## config.mk

```make
export PLATFORM = sky130hd
export DESIGN_NAME = at_command_line_assembler
export DESIGN_NICKNAME = d
export VERILOG_FILES = /design/src/hdl/atcla_pkg.sv /design/src/hdl/atcla_front.sv /design/src/hdl/atcla_back.sv /design/src/hdl/at_command_line_assembler.sv
export SDC_FILE = /design/constraint.sdc
export NUM_CORES = 2
export LEC_CHECK = 0
export BUFFER_PORTS_ARGS = -buffer_cell sky130_fd_sc_hd__buf_4
export CAP_MARGIN = 0
export CORE_UTILIZATION = 23
export DETAILED_ROUTE_END_ITERATION = 10
export PLACE_DENSITY = 0.44
export SKIP_LAST_GASP = 1
export SLEW_MARGIN = 20
export SYNTH_ARGS = -nofsm -noshare
export SYNTH_HDL_FRONTEND = slang
export SYNTH_SLANG_ARGS = --single-unit
```

## constraint.sdc

```tcl
create_clock -name clk_i -period 7.45 [get_ports clk_i]
set_input_delay 1.49 -clock clk_i [delete_from_list [all_inputs] [get_ports clk_i]]
set_output_delay 1.49 -clock clk_i [all_outputs]
set_load 0.005 [all_outputs]
```

## src/hdl/atcla_pkg.sv

```systemverilog
// ----------------------------------------------------------------------------
// atcla_pkg
// Shared types, codes and character constants for the AT command line
// assembler.
// ----------------------------------------------------------------------------
`default_nettype none

package atcla_pkg;

  localparam int FifoDepthDef = 256;
  localparam int LineDepthDef = 128;

  localparam int MinCmdLen = 7;
  localparam int PrefixLen = 6;

  // depth of the request queue between front and back
  localparam int QDepth = 2;

  localparam logic [7:0] ChCr = 8'h0D;
  localparam logic [7:0] ChLf = 8'h0A;

  localparam logic [1:0] CmdRecv    = 2'd0;
  localparam logic [1:0] CmdRead    = 2'd1;
  localparam logic [1:0] CmdRelease = 2'd2;
  localparam logic [1:0] CmdFlush   = 2'd3;

  typedef enum logic [1:0] {
    OP_RECV,
    OP_READ,
    OP_RELEASE,
    OP_FLUSH
  } op_e;

  typedef enum logic [1:0] {
    ST_IDLE,
    ST_DRAIN,
    ST_PARSE,
    ST_RESULT
  } state_e;

  typedef struct packed {
    op_e        op;
    logic       is_term;
    logic [7:0] byte_in;
    logic [6:0] read_index;
    logic [7:0] max_length;
  } item_t;

  function automatic logic is_term(input logic [7:0] c);
    return (c == ChCr) || (c == ChLf);
  endfunction

  // characters of "AT+DFU"
  function automatic logic [7:0] prefix_char(input logic [2:0] k);
    logic [7:0] c;
    case (k)
      3'd0:    c = 8'h41;
      3'd1:    c = 8'h54;
      3'd2:    c = 8'h2B;
      3'd3:    c = 8'h44;
      3'd4:    c = 8'h46;
      3'd5:    c = 8'h55;
      default: c = 8'h00;
    endcase
    return c;
  endfunction

endpackage

`default_nettype wire

```

## src/hdl/atcla_front.sv

```systemverilog
// ----------------------------------------------------------------------------
// atcla_front
// Takes requests from the input channel, classifies them and holds them in a
// two-entry queue for the back end.
// ----------------------------------------------------------------------------
`default_nettype none

module atcla_front (
  input  wire logic              clk_i,
  input  wire logic              rst_ni,
  input  wire logic              in_valid_i,
  output logic                   in_ready_o,
  input  wire logic [1:0]        cmd_i,
  input  wire logic [7:0]        byte_in_i,
  input  wire logic [6:0]        read_index_i,
  input  wire logic [7:0]        max_length_i,
  output logic                   q_valid_o,
  input  wire logic              q_ready_i,
  output atcla_pkg::item_t       q_item_o
);

  atcla_pkg::item_t ent_q [atcla_pkg::QDepth];
  atcla_pkg::item_t new_item;
  logic [1:0]       count_q, count_d;
  logic             wp_q, wp_d;
  logic             rp_q, rp_d;
  logic             push, pop;

  always_comb begin
    new_item.byte_in    = byte_in_i;
    new_item.read_index = read_index_i;
    new_item.max_length = max_length_i;
    new_item.is_term    = atcla_pkg::is_term(byte_in_i);
    unique case (cmd_i)
      atcla_pkg::CmdRecv:    new_item.op = atcla_pkg::OP_RECV;
      atcla_pkg::CmdRead:    new_item.op = atcla_pkg::OP_READ;
      atcla_pkg::CmdRelease: new_item.op = atcla_pkg::OP_RELEASE;
      atcla_pkg::CmdFlush:   new_item.op = atcla_pkg::OP_FLUSH;
    endcase
  end

  assign in_ready_o = (count_q != 2'(atcla_pkg::QDepth));
  assign q_valid_o  = (count_q != 2'd0);
  assign q_item_o   = ent_q[rp_q];

  assign push = in_valid_i && in_ready_o;
  assign pop  = q_valid_o && q_ready_i;

  always_comb begin
    wp_d    = push ? ~wp_q : wp_q;
    rp_d    = pop ? ~rp_q : rp_q;
    count_d = count_q;
    if (push && !pop) begin
      count_d = count_q + 2'd1;
    end else if (pop && !push) begin
      count_d = count_q - 2'd1;
    end
  end

  always_ff @(posedge clk_i or negedge rst_ni) begin
    if (!rst_ni) begin
      count_q <= 2'd0;
      wp_q    <= 1'b0;
      rp_q    <= 1'b0;
    end else begin
      count_q <= count_d;
      wp_q    <= wp_d;
      rp_q    <= rp_d;
    end
  end

  always_ff @(posedge clk_i) begin
    if (push) begin
      ent_q[wp_q] <= new_item;
    end
  end

endmodule

`default_nettype wire

```

## src/hdl/atcla_back.sv

```systemverilog
// ----------------------------------------------------------------------------
// atcla_back
// Carries out queued requests: line parser, receive FIFO, command store,
// release drain and the registered result stage.
// ----------------------------------------------------------------------------
`default_nettype none

module atcla_back #(
  parameter int FIFO_DEPTH = atcla_pkg::FifoDepthDef,
  parameter int LINE_DEPTH = atcla_pkg::LineDepthDef
) (
  input  wire logic              clk_i,
  input  wire logic              rst_ni,
  input  wire logic              q_valid_i,
  output logic                   q_ready_o,
  input  wire atcla_pkg::item_t  q_item_i,
  output logic                   out_valid_o,
  input  wire logic              out_ready_i,
  output logic                   ready_res_o,
  output logic [6:0]             command_length_o,
  output logic [7:0]             read_data_o,
  output logic [7:0]             queue_count_o,
  output logic                   overflow_o
);

  localparam int PW = $clog2(FIFO_DEPTH);
  localparam int CW = PW + 1;
  localparam int LW = $clog2(LINE_DEPTH);
  localparam int RW = (LW > 8) ? LW : 8;

  function automatic logic [PW-1:0] ring_next(input logic [PW-1:0] p);
    return (p == PW'(FIFO_DEPTH - 1)) ? '0 : p + PW'(1);
  endfunction

  atcla_pkg::state_e state_q, state_d;
  atcla_pkg::item_t  cur_q, cur_d;

  logic          held_q, held_d;
  logic [LW-1:0] len_q, len_d;
  logic          pfx_ok_q, pfx_ok_d;
  logic          dropped_q, dropped_d;
  logic [PW-1:0] wr_q, wr_d;
  logic [PW-1:0] rd_q, rd_d;

  logic [7:0] fifo_mem [FIFO_DEPTH];
  logic [7:0] fifo_rdata_q;
  logic [7:0] line_mem [LINE_DEPTH];
  logic [7:0] line_rdata_q;

  logic       fifo_we, fifo_re, line_we, line_re;
  logic       parse_en, parse_term, parse_match, parse_room, pfx_next;
  logic [7:0] parse_c;
  logic       drain_more, load_out;

  logic          out_valid_q, out_valid_d;
  logic          ready_res_q;
  logic [6:0]    cmd_len_q;
  logic [7:0]    read_data_q;
  logic [7:0]    queue_count_q;
  logic          overflow_q;

  logic [RW-1:0] len_w, ml_w, reported;
  logic [7:0]    data;
  logic [CW-1:0] count;

  // parser inputs
  always_comb begin
    if (state_q == atcla_pkg::ST_PARSE) begin
      parse_c    = fifo_rdata_q;
      parse_term = atcla_pkg::is_term(fifo_rdata_q);
    end else begin
      parse_c    = q_item_i.byte_in;
      parse_term = q_item_i.is_term;
    end
    parse_match = (len_q >= LW'(atcla_pkg::MinCmdLen)) && pfx_ok_q;
    parse_room  = (len_q < LW'(LINE_DEPTH - 1));
    pfx_next    = ((len_q == '0) || pfx_ok_q) &&
                  (parse_c == atcla_pkg::prefix_char(len_q[2:0]));
  end

  assign drain_more = !held_q && (rd_q != wr_q);
  assign load_out   = (state_q == atcla_pkg::ST_RESULT) && (!out_valid_q || out_ready_i);

  // next state
  always_comb begin
    state_d = state_q;
    unique case (state_q)
      atcla_pkg::ST_IDLE: begin
        if (q_valid_i) begin
          state_d = (q_item_i.op == atcla_pkg::OP_RELEASE) ?
                    atcla_pkg::ST_DRAIN : atcla_pkg::ST_RESULT;
        end
      end
      atcla_pkg::ST_DRAIN: begin
        state_d = drain_more ? atcla_pkg::ST_PARSE : atcla_pkg::ST_RESULT;
      end
      atcla_pkg::ST_PARSE: begin
        state_d = atcla_pkg::ST_DRAIN;
      end
      atcla_pkg::ST_RESULT: begin
        if (load_out) begin
          state_d = atcla_pkg::ST_IDLE;
        end
      end
    endcase
  end

  // actions
  always_comb begin
    q_ready_o = 1'b0;
    cur_d     = cur_q;
    held_d    = held_q;
    len_d     = len_q;
    pfx_ok_d  = pfx_ok_q;
    dropped_d = dropped_q;
    wr_d      = wr_q;
    rd_d      = rd_q;
    fifo_we   = 1'b0;
    fifo_re   = 1'b0;
    line_re   = 1'b0;
    line_we   = 1'b0;
    parse_en  = 1'b0;
    unique case (state_q)
      atcla_pkg::ST_IDLE: begin
        q_ready_o = 1'b1;
        if (q_valid_i) begin
          cur_d = q_item_i;
          unique case (q_item_i.op)
            atcla_pkg::OP_RECV: begin
              if (held_q) begin
                if (ring_next(wr_q) != rd_q) begin
                  fifo_we = 1'b1;
                  wr_d    = ring_next(wr_q);
                end else begin
                  dropped_d = 1'b1;
                end
              end else begin
                parse_en = 1'b1;
              end
            end
            atcla_pkg::OP_READ: begin
              line_re = 1'b1;
            end
            atcla_pkg::OP_RELEASE: begin
              if (held_q || dropped_q) begin
                len_d = '0;
              end
              held_d    = 1'b0;
              dropped_d = 1'b0;
            end
            atcla_pkg::OP_FLUSH: begin
              wr_d      = '0;
              rd_d      = '0;
              dropped_d = 1'b0;
            end
          endcase
        end
      end
      atcla_pkg::ST_DRAIN: begin
        if (drain_more) begin
          fifo_re = 1'b1;
          rd_d    = ring_next(rd_q);
        end
      end
      atcla_pkg::ST_PARSE: begin
        parse_en = 1'b1;
      end
      atcla_pkg::ST_RESULT: begin
      end
    endcase

    if (parse_en) begin
      if (parse_term) begin
        if (parse_match) begin
          held_d = 1'b1;
        end else begin
          len_d = '0;
        end
      end else if (parse_room) begin
        line_we = 1'b1;
        len_d   = len_q + LW'(1);
        if (len_q < LW'(atcla_pkg::PrefixLen)) begin
          pfx_ok_d = pfx_next;
        end
      end
    end
  end

  // result values
  always_comb begin
    len_w = RW'(len_q);
    ml_w  = RW'(cur_q.max_length);
    if (!held_q || (ml_w == '0)) begin
      reported = '0;
    end else if (len_w >= ml_w) begin
      reported = ml_w - RW'(1);
    end else begin
      reported = len_w;
    end
    if ((cur_q.op == atcla_pkg::OP_READ) && held_q &&
        (RW'(cur_q.read_index) < reported)) begin
      data = line_rdata_q;
    end else begin
      data = 8'h00;
    end
    if (wr_q >= rd_q) begin
      count = CW'(wr_q) - CW'(rd_q);
    end else begin
      count = CW'(FIFO_DEPTH) - CW'(rd_q) + CW'(wr_q);
    end
    out_valid_d = out_valid_q;
    if (out_valid_q && out_ready_i) begin
      out_valid_d = 1'b0;
    end
    if (load_out) begin
      out_valid_d = 1'b1;
    end
  end

  always_ff @(posedge clk_i or negedge rst_ni) begin
    if (!rst_ni) begin
      state_q     <= atcla_pkg::ST_IDLE;
      held_q      <= 1'b0;
      len_q       <= '0;
      pfx_ok_q    <= 1'b0;
      dropped_q   <= 1'b0;
      wr_q        <= '0;
      rd_q        <= '0;
      out_valid_q <= 1'b0;
    end else begin
      state_q     <= state_d;
      held_q      <= held_d;
      len_q       <= len_d;
      pfx_ok_q    <= pfx_ok_d;
      dropped_q   <= dropped_d;
      wr_q        <= wr_d;
      rd_q        <= rd_d;
      out_valid_q <= out_valid_d;
    end
  end

  always_ff @(posedge clk_i) begin
    cur_q <= cur_d;
    if (load_out) begin
      ready_res_q   <= held_q;
      cmd_len_q     <= 7'(reported);
      read_data_q   <= data;
      queue_count_q <= 8'(count);
      overflow_q    <= dropped_q;
    end
  end

  // receive fifo storage
  always_ff @(posedge clk_i) begin
    if (fifo_we) begin
      fifo_mem[wr_q] <= q_item_i.byte_in;
    end
    if (fifo_re) begin
      fifo_rdata_q <= fifo_mem[rd_q];
    end
  end

  // line storage
  always_ff @(posedge clk_i) begin
    if (line_we) begin
      line_mem[len_q] <= parse_c;
    end
    if (line_re) begin
      line_rdata_q <= line_mem[LW'(q_item_i.read_index)];
    end
  end

  assign out_valid_o      = out_valid_q;
  assign ready_res_o      = ready_res_q;
  assign command_length_o = cmd_len_q;
  assign read_data_o      = read_data_q;
  assign queue_count_o    = queue_count_q;
  assign overflow_o       = overflow_q;

endmodule

`default_nettype wire

```

## src/hdl/at_command_line_assembler.sv

```systemverilog
// ----------------------------------------------------------------------------
// at_command_line_assembler
// Builds received characters into lines, keeps AT+DFU command lines and
// queues bytes in a receive FIFO while a command is held.
// ----------------------------------------------------------------------------
//
//   channel   direction   handshake                payload
//   in        input       in_valid_i / in_ready_o  cmd, byte_in, read_index, max_length
//   out       output      out_valid_o / out_ready_i ready_res, command_length,
//                                                  read_data, queue_count, overflow
//
//   receive, read and flush: queued, taken in ST_IDLE, result registered in ST_RESULT
//   release: each byte drained from the FIFO takes one FIFO read and one parser
//   step, up to FIFO_DEPTH-1 bytes
//   a two-entry request queue takes new requests while the back end works
//   reset clears control state only; no clearing pass, stores hold data
//   a result waiting on out_ready_i stalls the back end, not the queue
//
`default_nettype none

module at_command_line_assembler #(
  parameter int FIFO_DEPTH = atcla_pkg::FifoDepthDef,
  parameter int LINE_DEPTH = atcla_pkg::LineDepthDef
) (
  input  wire logic        clk_i,
  input  wire logic        rst_ni,
  input  wire logic        in_valid_i,
  output logic             in_ready_o,
  input  wire logic [1:0]  cmd_i,
  input  wire logic [7:0]  byte_in_i,
  input  wire logic [6:0]  read_index_i,
  input  wire logic [7:0]  max_length_i,
  output logic             out_valid_o,
  input  wire logic        out_ready_i,
  output logic             ready_res_o,
  output logic [6:0]       command_length_o,
  output logic [7:0]       read_data_o,
  output logic [7:0]       queue_count_o,
  output logic             overflow_o
);

  logic             q_valid;
  logic             q_ready;
  atcla_pkg::item_t q_item;

  atcla_front u_front (
    .clk_i        (clk_i),
    .rst_ni       (rst_ni),
    .in_valid_i   (in_valid_i),
    .in_ready_o   (in_ready_o),
    .cmd_i        (cmd_i),
    .byte_in_i    (byte_in_i),
    .read_index_i (read_index_i),
    .max_length_i (max_length_i),
    .q_valid_o    (q_valid),
    .q_ready_i    (q_ready),
    .q_item_o     (q_item)
  );

  atcla_back #(
    .FIFO_DEPTH (FIFO_DEPTH),
    .LINE_DEPTH (LINE_DEPTH)
  ) u_back (
    .clk_i            (clk_i),
    .rst_ni           (rst_ni),
    .q_valid_i        (q_valid),
    .q_ready_o        (q_ready),
    .q_item_i         (q_item),
    .out_valid_o      (out_valid_o),
    .out_ready_i      (out_ready_i),
    .ready_res_o      (ready_res_o),
    .command_length_o (command_length_o),
    .read_data_o      (read_data_o),
    .queue_count_o    (queue_count_o),
    .overflow_o       (overflow_o)
  );

  // back end takes one request at a time
  assert property (@(posedge clk_i) disable iff (!rst_ni)
    q_valid && q_ready |=> !q_ready)
    else $error("back end took a request while busy");

  assert property (@(posedge clk_i) disable iff (!rst_ni)
    out_valid_o && !ready_res_o |-> command_length_o == 7'd0 && read_data_o == 8'd0)
    else $error("length or data reported with no command held");

  // with no command held every queued byte has gone through the parser
  assert property (@(posedge clk_i) disable iff (!rst_ni)
    out_valid_o && !ready_res_o |-> queue_count_o == 8'd0)
    else $error("bytes left queued with no command held");

endmodule

`default_nettype wire
```

Word level (Yosys, flattened, before mapping)
Memories as Yosys holds them, arrays and structs flattened. A register that Yosys moved wholly into a read port is not among the register bits.
Index checks and enable logic that the tools add are counted.
- add/subtract/negate cells: 9
- magnitude comparators: 6
- equality and inequality tests: 32
- reduce and logical (&&, ||, !) cells: 40
- muxes and demuxes: 66
- bitwise logic cells: 3
- operators with widths (kind ; number):
    8-bit two-way mux ; 11
    7-bit two-way mux ; 8
    7-bit case mux with 6 select lines ; 1
    1-bit two-way mux ; 35
    8-bit by 4-bit == test with 1-bit output (second input constant) ; 4
    8-bit case mux with 2 select lines ; 2
    8-bit by 1-bit adder with 8-bit output (second input constant) ; 2
    8-bit == test (second input constant) ; 2
    8-bit inequality test ; 2
    2-bit case mux with 4 select lines ; 2
    2-bit == test (second input constant) ; 6
    2-bit nonzero test ; 6
    1-bit logical AND ; 11
    2-bit two-way mux ; 5
    5-bit AND reduction ; 2
    8-bit adder ; 1
    2-bit by 1-bit == test with 1-bit output (second input constant) ; 4
    8-bit by 7-bit == test with 1-bit output ; 1
    7-bit by 8-bit greater-or-equal comparator with 1-bit output ; 1
    8-bit greater-or-equal comparator ; 1
    8-bit logical NOT ; 1
    7-bit by 8-bit < comparator with 1-bit output ; 1
    2-bit by 1-bit inequality test with 1-bit output (second input constant) ; 4
    2-bit inequality test (second input constant) ; 4
    other kinds (22) ; 39
- input bits: 29
- memories: 3
- bits in registers: 75
- RAM bits: 3124
- memories (memory ; words ; width ; rd ports ; clocked after Yosys merged registers in ; wr ports ; line ; RTL):
    u_back.fifo_mem ; 256 ; 8 ; 1 ; 1 ; 1 ; atcla_back.sv:45 ; logic [7:0] fifo_mem [FIFO_DEPTH];
    u_back.line_mem ; 128 ; 8 ; 1 ; 1 ; 1 ; atcla_back.sv:47 ; logic [7:0] line_mem [LINE_DEPTH];
    u_front.ent_q ; 2 ; 26 ; 1 ; 0 ; 1 ; atcla_front.sv:22 ; atcla_pkg::item_t ent_q [atcla_pkg::QDepth];

Depth between registers and ports, before layout
- word-level depth: 10
- mapped depth: 17

By module
Synthesis repeated with hierarchy kept, for this count alone.
- cells, all modules: 5793
- area total of the unflattened synthesis: 125960.8 sq um
- modules (own cells, without submodules) (module ; area each (sq um) ; instances ; cells an instance ; seq. area each (sq um)):
    atcla_back ; 123751.2 ; 1 ; 5687 ; 94715.8
    atcla_front ; 2209.6 ; 1 ; 106 ; 1661.6

Worst setup path before layout
Ideal clock, no wire load.
- kind: reg-to-reg
- from: register u_front.rp_q
- to: register u_back.pfx_ok_q
- arrival: 6.752 ns
- path slack: 0.584 ns
- cell stages (with the launch flop): 9
- library setup time: 0.114 ns
- path buffers: 2
- cell sequence: dfrtp_1 -> buf_4 -> buf_2 -> mux2_2 -> nor2_1 -> nor2_1 -> xor2_1 -> or4_1 -> o41ai_1
- RTL lines (item ; line ; RTL):
    start, declared ; atcla_front.sv:26 ; logic rp_q, rp_d;
    start signal, assigned ; atcla_front.sv:68 ; rp_q <= rp_d;
    end signal, assigned ; atcla_back.sv:234 ; pfx_ok_q <= pfx_ok_d;
    end, declared ; atcla_back.sv:40 ; logic pfx_ok_q, pfx_ok_d;

Final worst setup path
- from: register u_back.wr_q[0]
- to: memory u_back.fifo_mem[99][4] (enable)
- word-level cells in the longest chain between the ends: 10
- elaborated cells between the ends (all ways): 11
- classes of those cells: 1 x add/sub; 2 x eq/ne; 8 x mux
- ends and longest elaborated chain (item ; line ; RTL):
    start, declared ; atcla_back.sv:42 ; logic [PW-1:0] wr_q, wr_d;
    start signal, assigned ; atcla_back.sv:236 ; wr_q <= wr_d;
    8-bit by 1-bit adder with 8-bit output or 8-bit == test (tied branches) ; atcla_back.sv:32 ; return (p == PW'(FIFO_DEPTH - 1)) ? '0 : p + PW'(1);
    8-bit two-way mux ; atcla_back.sv:32 ;
    8-bit inequality test ; atcla_back.sv:131 ; if (ring_next(wr_q) != rd_q) begin
    1-bit two-way mux ; atcla_back.sv:131 ;
    1-bit two-way mux ; atcla_back.sv:130 ; if (held_q) begin
    1-bit two-way mux ; atcla_back.sv:128 ; unique case (q_item_i.op)
    1-bit two-way mux ; atcla_back.sv:126 ; if (q_valid_i) begin
    1-bit two-way mux ; atcla_back.sv:123 ; unique case (state_q)
    1-bit two-way mux ; atcla_back.sv:255 ; if (fifo_we) begin
    1-bit two-way mux (implied by the code) ; atcla_back.sv:256 ; fifo_mem[wr_q] <= q_item_i.byte_in;
    end, declared ; atcla_back.sv:45 ;
Several ways; a longest one is shown, not always the timed one.

==> impl_metrics.csv <==
group,metric,value,unit
status,status,"complete, no violations",
critical_path,end_kind,"flop",
cts,ctsResizeCount,0,
place,place.port_buffers,55,
global_routing,grt_util_all_layers,13.86,%
routing,dr_total_vias,68090,
synth,synth_compound_area_share,3.616,%
power_and_ir_drop,power_frac_comb,25.5,%
global_routing,grt_pass1_wl,553.0,mm
floorplanning,die_y,745.1,um
synth,synth_ff_type,"edfxtp_1",
synth,yosysMostFrequentCell,"edfxtp_1",
synth,synth_top_family_by_area,"multiplexers",
routing,vias_per_cell,4.596,
sta,fin_crit_sh,69.90,%
critical_path,path_common_cell,"nor2_1",
synth,synth_top_area_share,75.23,%
critical_path,arrival,5810,ps
power_and_ir_drop,power_density,369.7,nW/um^2
global_routing,grt_start_max_net_pins,135,
synth,synth_edf_count,3182,
power_and_ir_drop,net-switching-power,0.01765,W
cts,clk_latency,990,ps
finish,final_cell_area,147700,sq um
critical_path,critical_path.cell_chain,"ha_1 -> nand3_2 -> nor3_1 -> nor2_1 -> xnor2_1 -> a311oi_4 -> nand4bb_4 -> buf_4 -> nor2_1",
sta,finalClockSkew,114.7,ps
finish,syn2layout_area_growth,16.25,%
global_routing,met3_usage,2.161,%
finish,fillers,55050,
run,maxCapViolCount,0,
power_and_ir_drop,sw_frac_of_total,32.34,%
cts,tritoncts,"built",
floorplanning,die_x,745.1,um
global_routing,grt_use_met2,22.92,%
global_routing,grt_antenna_before_repair,32,
synth,synthMuxAreaShare,11.51,%
sta,hold_viol_final,0,
sta,period_minus_slack,5208,ps
synth,synth_seq_area_share,75.88,%
critical_path,r2r_cells,9,
sta,rsz0062_at_grt,"false",
routing,wirelength,396.3,mm
sta,setup_viol,0,
floorplanning,initial_core_util,23.12,%
place,hpwlAfterDp,244.4,mm
critical_path,critical_path_depth,9,
sta,fmax,192.0,MHz
finish,final_nets,7337,
place,place_ws,1932,ps
critical_path,crit_path_start_kind,"flop",
routing,drc,0,
power_and_ir_drop,ir_drop,405.0,uV
cts,htreeDepth,5,
finish,drive_gt1_share,17.88,%
power_and_ir_drop,seq_power_share,42.6,%
cts,root_buffer,"clkbuf_16",
critical_path,cp_max_fo,11,
cts,holdBufCountCts,0,
critical_path,crit_path_max_incr_delay,770,ps
routing,avgRoutedWirePerCell,26.75,um
synth,ys_warn_count,0,
synth,synth_area,127000,sq um
cts,clock_sinks,3215,
synth,synth-seq-cells,3215,
power_and_ir_drop,internal-power,0.03693,W
global_routing,grt_pass1_vias,69300,
routing,firstDrtPassIters,6,
synth,synthTopCellsByCount,"edfxtp_1, nand2_1, mux4_2",
critical_path,critical_path_class,"flop to flop",
floorplanning,die_area,555200,sq um
sta,relSlewSlack,22.59,%
global_routing,met1_usage,18.75,%
power_and_ir_drop,p_clk_share,31.9,%
place,dpl_cell_area,136300,sq um
synth,synth_xor_area_share,0.1793,%
floorplanning,pin_count,56,
critical_path,path_delay_family,"simple AND/OR/NAND/NOR gates",
synth,async_flop_share,1.026,%
floorplanning,core_area,549300,sq um
synth,ys_types,82,
synth,syn-instance-count,7142,
cts,post-cts-setup-buffers,0,
place,gp_congestion,0.8443,
power_and_ir_drop,p_leak,45.46,nW
sta,fin_ws,2242,ps
critical_path,cp_num_buf_inv,1,
cts,path_clk_slew,60,ps
routing,ant_nets,0,
global_routing,grt-ovfl-total,0,
global_routing,grt.busiest_layer,"met2",
sta,slew_viol_final,0,
synth,avgSynthCellArea,17.78,sq um
cts,cts.path.max_buffers,4,
floorplanning,rows,272,
routing,drt_iter0_drc,7083,
synth,synth-adder-area-share,0.3802,%
critical_path,cp_slowest_cell,"nor2_1",
cts,numCtsBuffers,337,
critical_path,required,8050,ps
synth,synth_area_leaders,"edfxtp_1, mux4_2, nand2_1",
synth,synthSimpleGateAreaFrac,6.693,%
synth,yosys.area.top_type,"edfxtp_1",
hold_path,hold_path_class,"input port to async pin",
sta,setup_tns,0,ps
sta,worst_pin_slew,1161,ps
## logic make-up (layout without fill, tap and decap cells)
group	Yosys count	after routing
AOI/OAI and AO/OA	631	631
muxes	799	799
adders and majority gates	38	38
buffers and inverters	478	874
xor gates and xnor gates	26	26
and+or+nand+nor	1954	1954
other	1	16
DFF	3215	3215
## cell usage in the layout (no fill, tap or decap), drive strengths merged, types with 14 or more instances in the layout
cell,n
edfxtp,3182
nand2,848
mux4,524
nor2,493
clkbuf,401
nand3,341
mux2i,230
buf,209
clkinv,146
a31oi,88
a21oi,80
a22oi,74
o22ai,69
and3,68
a221oi,63
inv,60
nand4,53
bufinv,46
mux2,45
o21ai,44
a22o,43
nor3,41
ha,37
dfrtp,33
a32o,28
a32oi,27
nor4,20
xnor2,18
nor2b,16
and2,16
a311oi,14
## per-stage QoR
step	total power (W)	hold slack (ps)	util (%)	cells
6_report	0.05458	525.4	26.88	14810
5_1_grt	0.05645	515.4	26.88	14810
4_1_cts	0.05521	453.6	26.87	14800
3_5_place_dp	0.03784	534.7	24.81	14190
3_3_place_gp	0.03770	530.6	24.80	14190
2_1_floorplan	0.03158	460.8	-	7149
## flip-flops by register name (all words and copies together), names as in the netlist, 2 cells and up
name                     cells
u_back.command_length_o      7
u_back.len_q                 7
u_back.queue_count_o         8
u_back.line_mem           1024
u_back.wr_q                  8
u_back.fifo_mem           2048
u_front.ent_q               52
u_back.cur_q                 9
u_back.read_data_o           8
u_back.line_rdata_q          8
u_back.rd_q                  8
u_back.state_q               2
u_back.ml_w                  8
u_front.count_q              2
u_back.fifo_rdata_q          8
## power groups by stage
| stage | clock network, W | logic, W | registers (W) |
|---|---|---|---|
| CTS | 0.0177 | 0.0142 | 0.0233 |
| finish | 0.0174 | 0.0139 | 0.0233 |
| floorplan | 0 | 0.00802 | 0.0236 |
| global route | 0.0184 | 0.0148 | 0.0233 |
| detailed placement | 0 | 0.0142 | 0.0237 |
| global placement | 0 | 0.0140 | 0.0237 |
## path summary, 6_finish.rpt
path	startpoint	end	slack (ps)
max	u_back.wr_q[0]	u_back.fifo_mem[99][4]	2240
min	rst_ni	u_back.rd_q[3]	530
max reg2reg	u_back.wr_q[0]	u_back.fifo_mem[99][4]	2240
min reg2reg	u_front.count_q[1]	u_front.count_q[1]	550
max in group asynchronous	rst_ni	u_front.rp_q	6430
min in group clk_i	u_front.count_q[1]	u_front.count_q[1]	550
## layout make-up
class                   instances  area, sq um  area share, %
diodes                          8        20.02        0.01356
multi-input cells            3456        28830          19.52
repair buffers                209         1804          1.222
well taps                    7261         9085          6.153
clock buffers                 401         8756          5.930
flip-flops and latches       3215        96390          65.28
inverters                      51        214.0         0.1449
clock inverters               213         2556          1.731
## layer usage
metal,routed length (um),up-vias,share of wire (%)
met5,38,-,0.0096
li1,-,28720,-
met1,169300,36300,43
met2,190400,2477,48
met3,23870,588,6.0
met4,12720,6,3.2
Power figures use the tool's default switching activity.
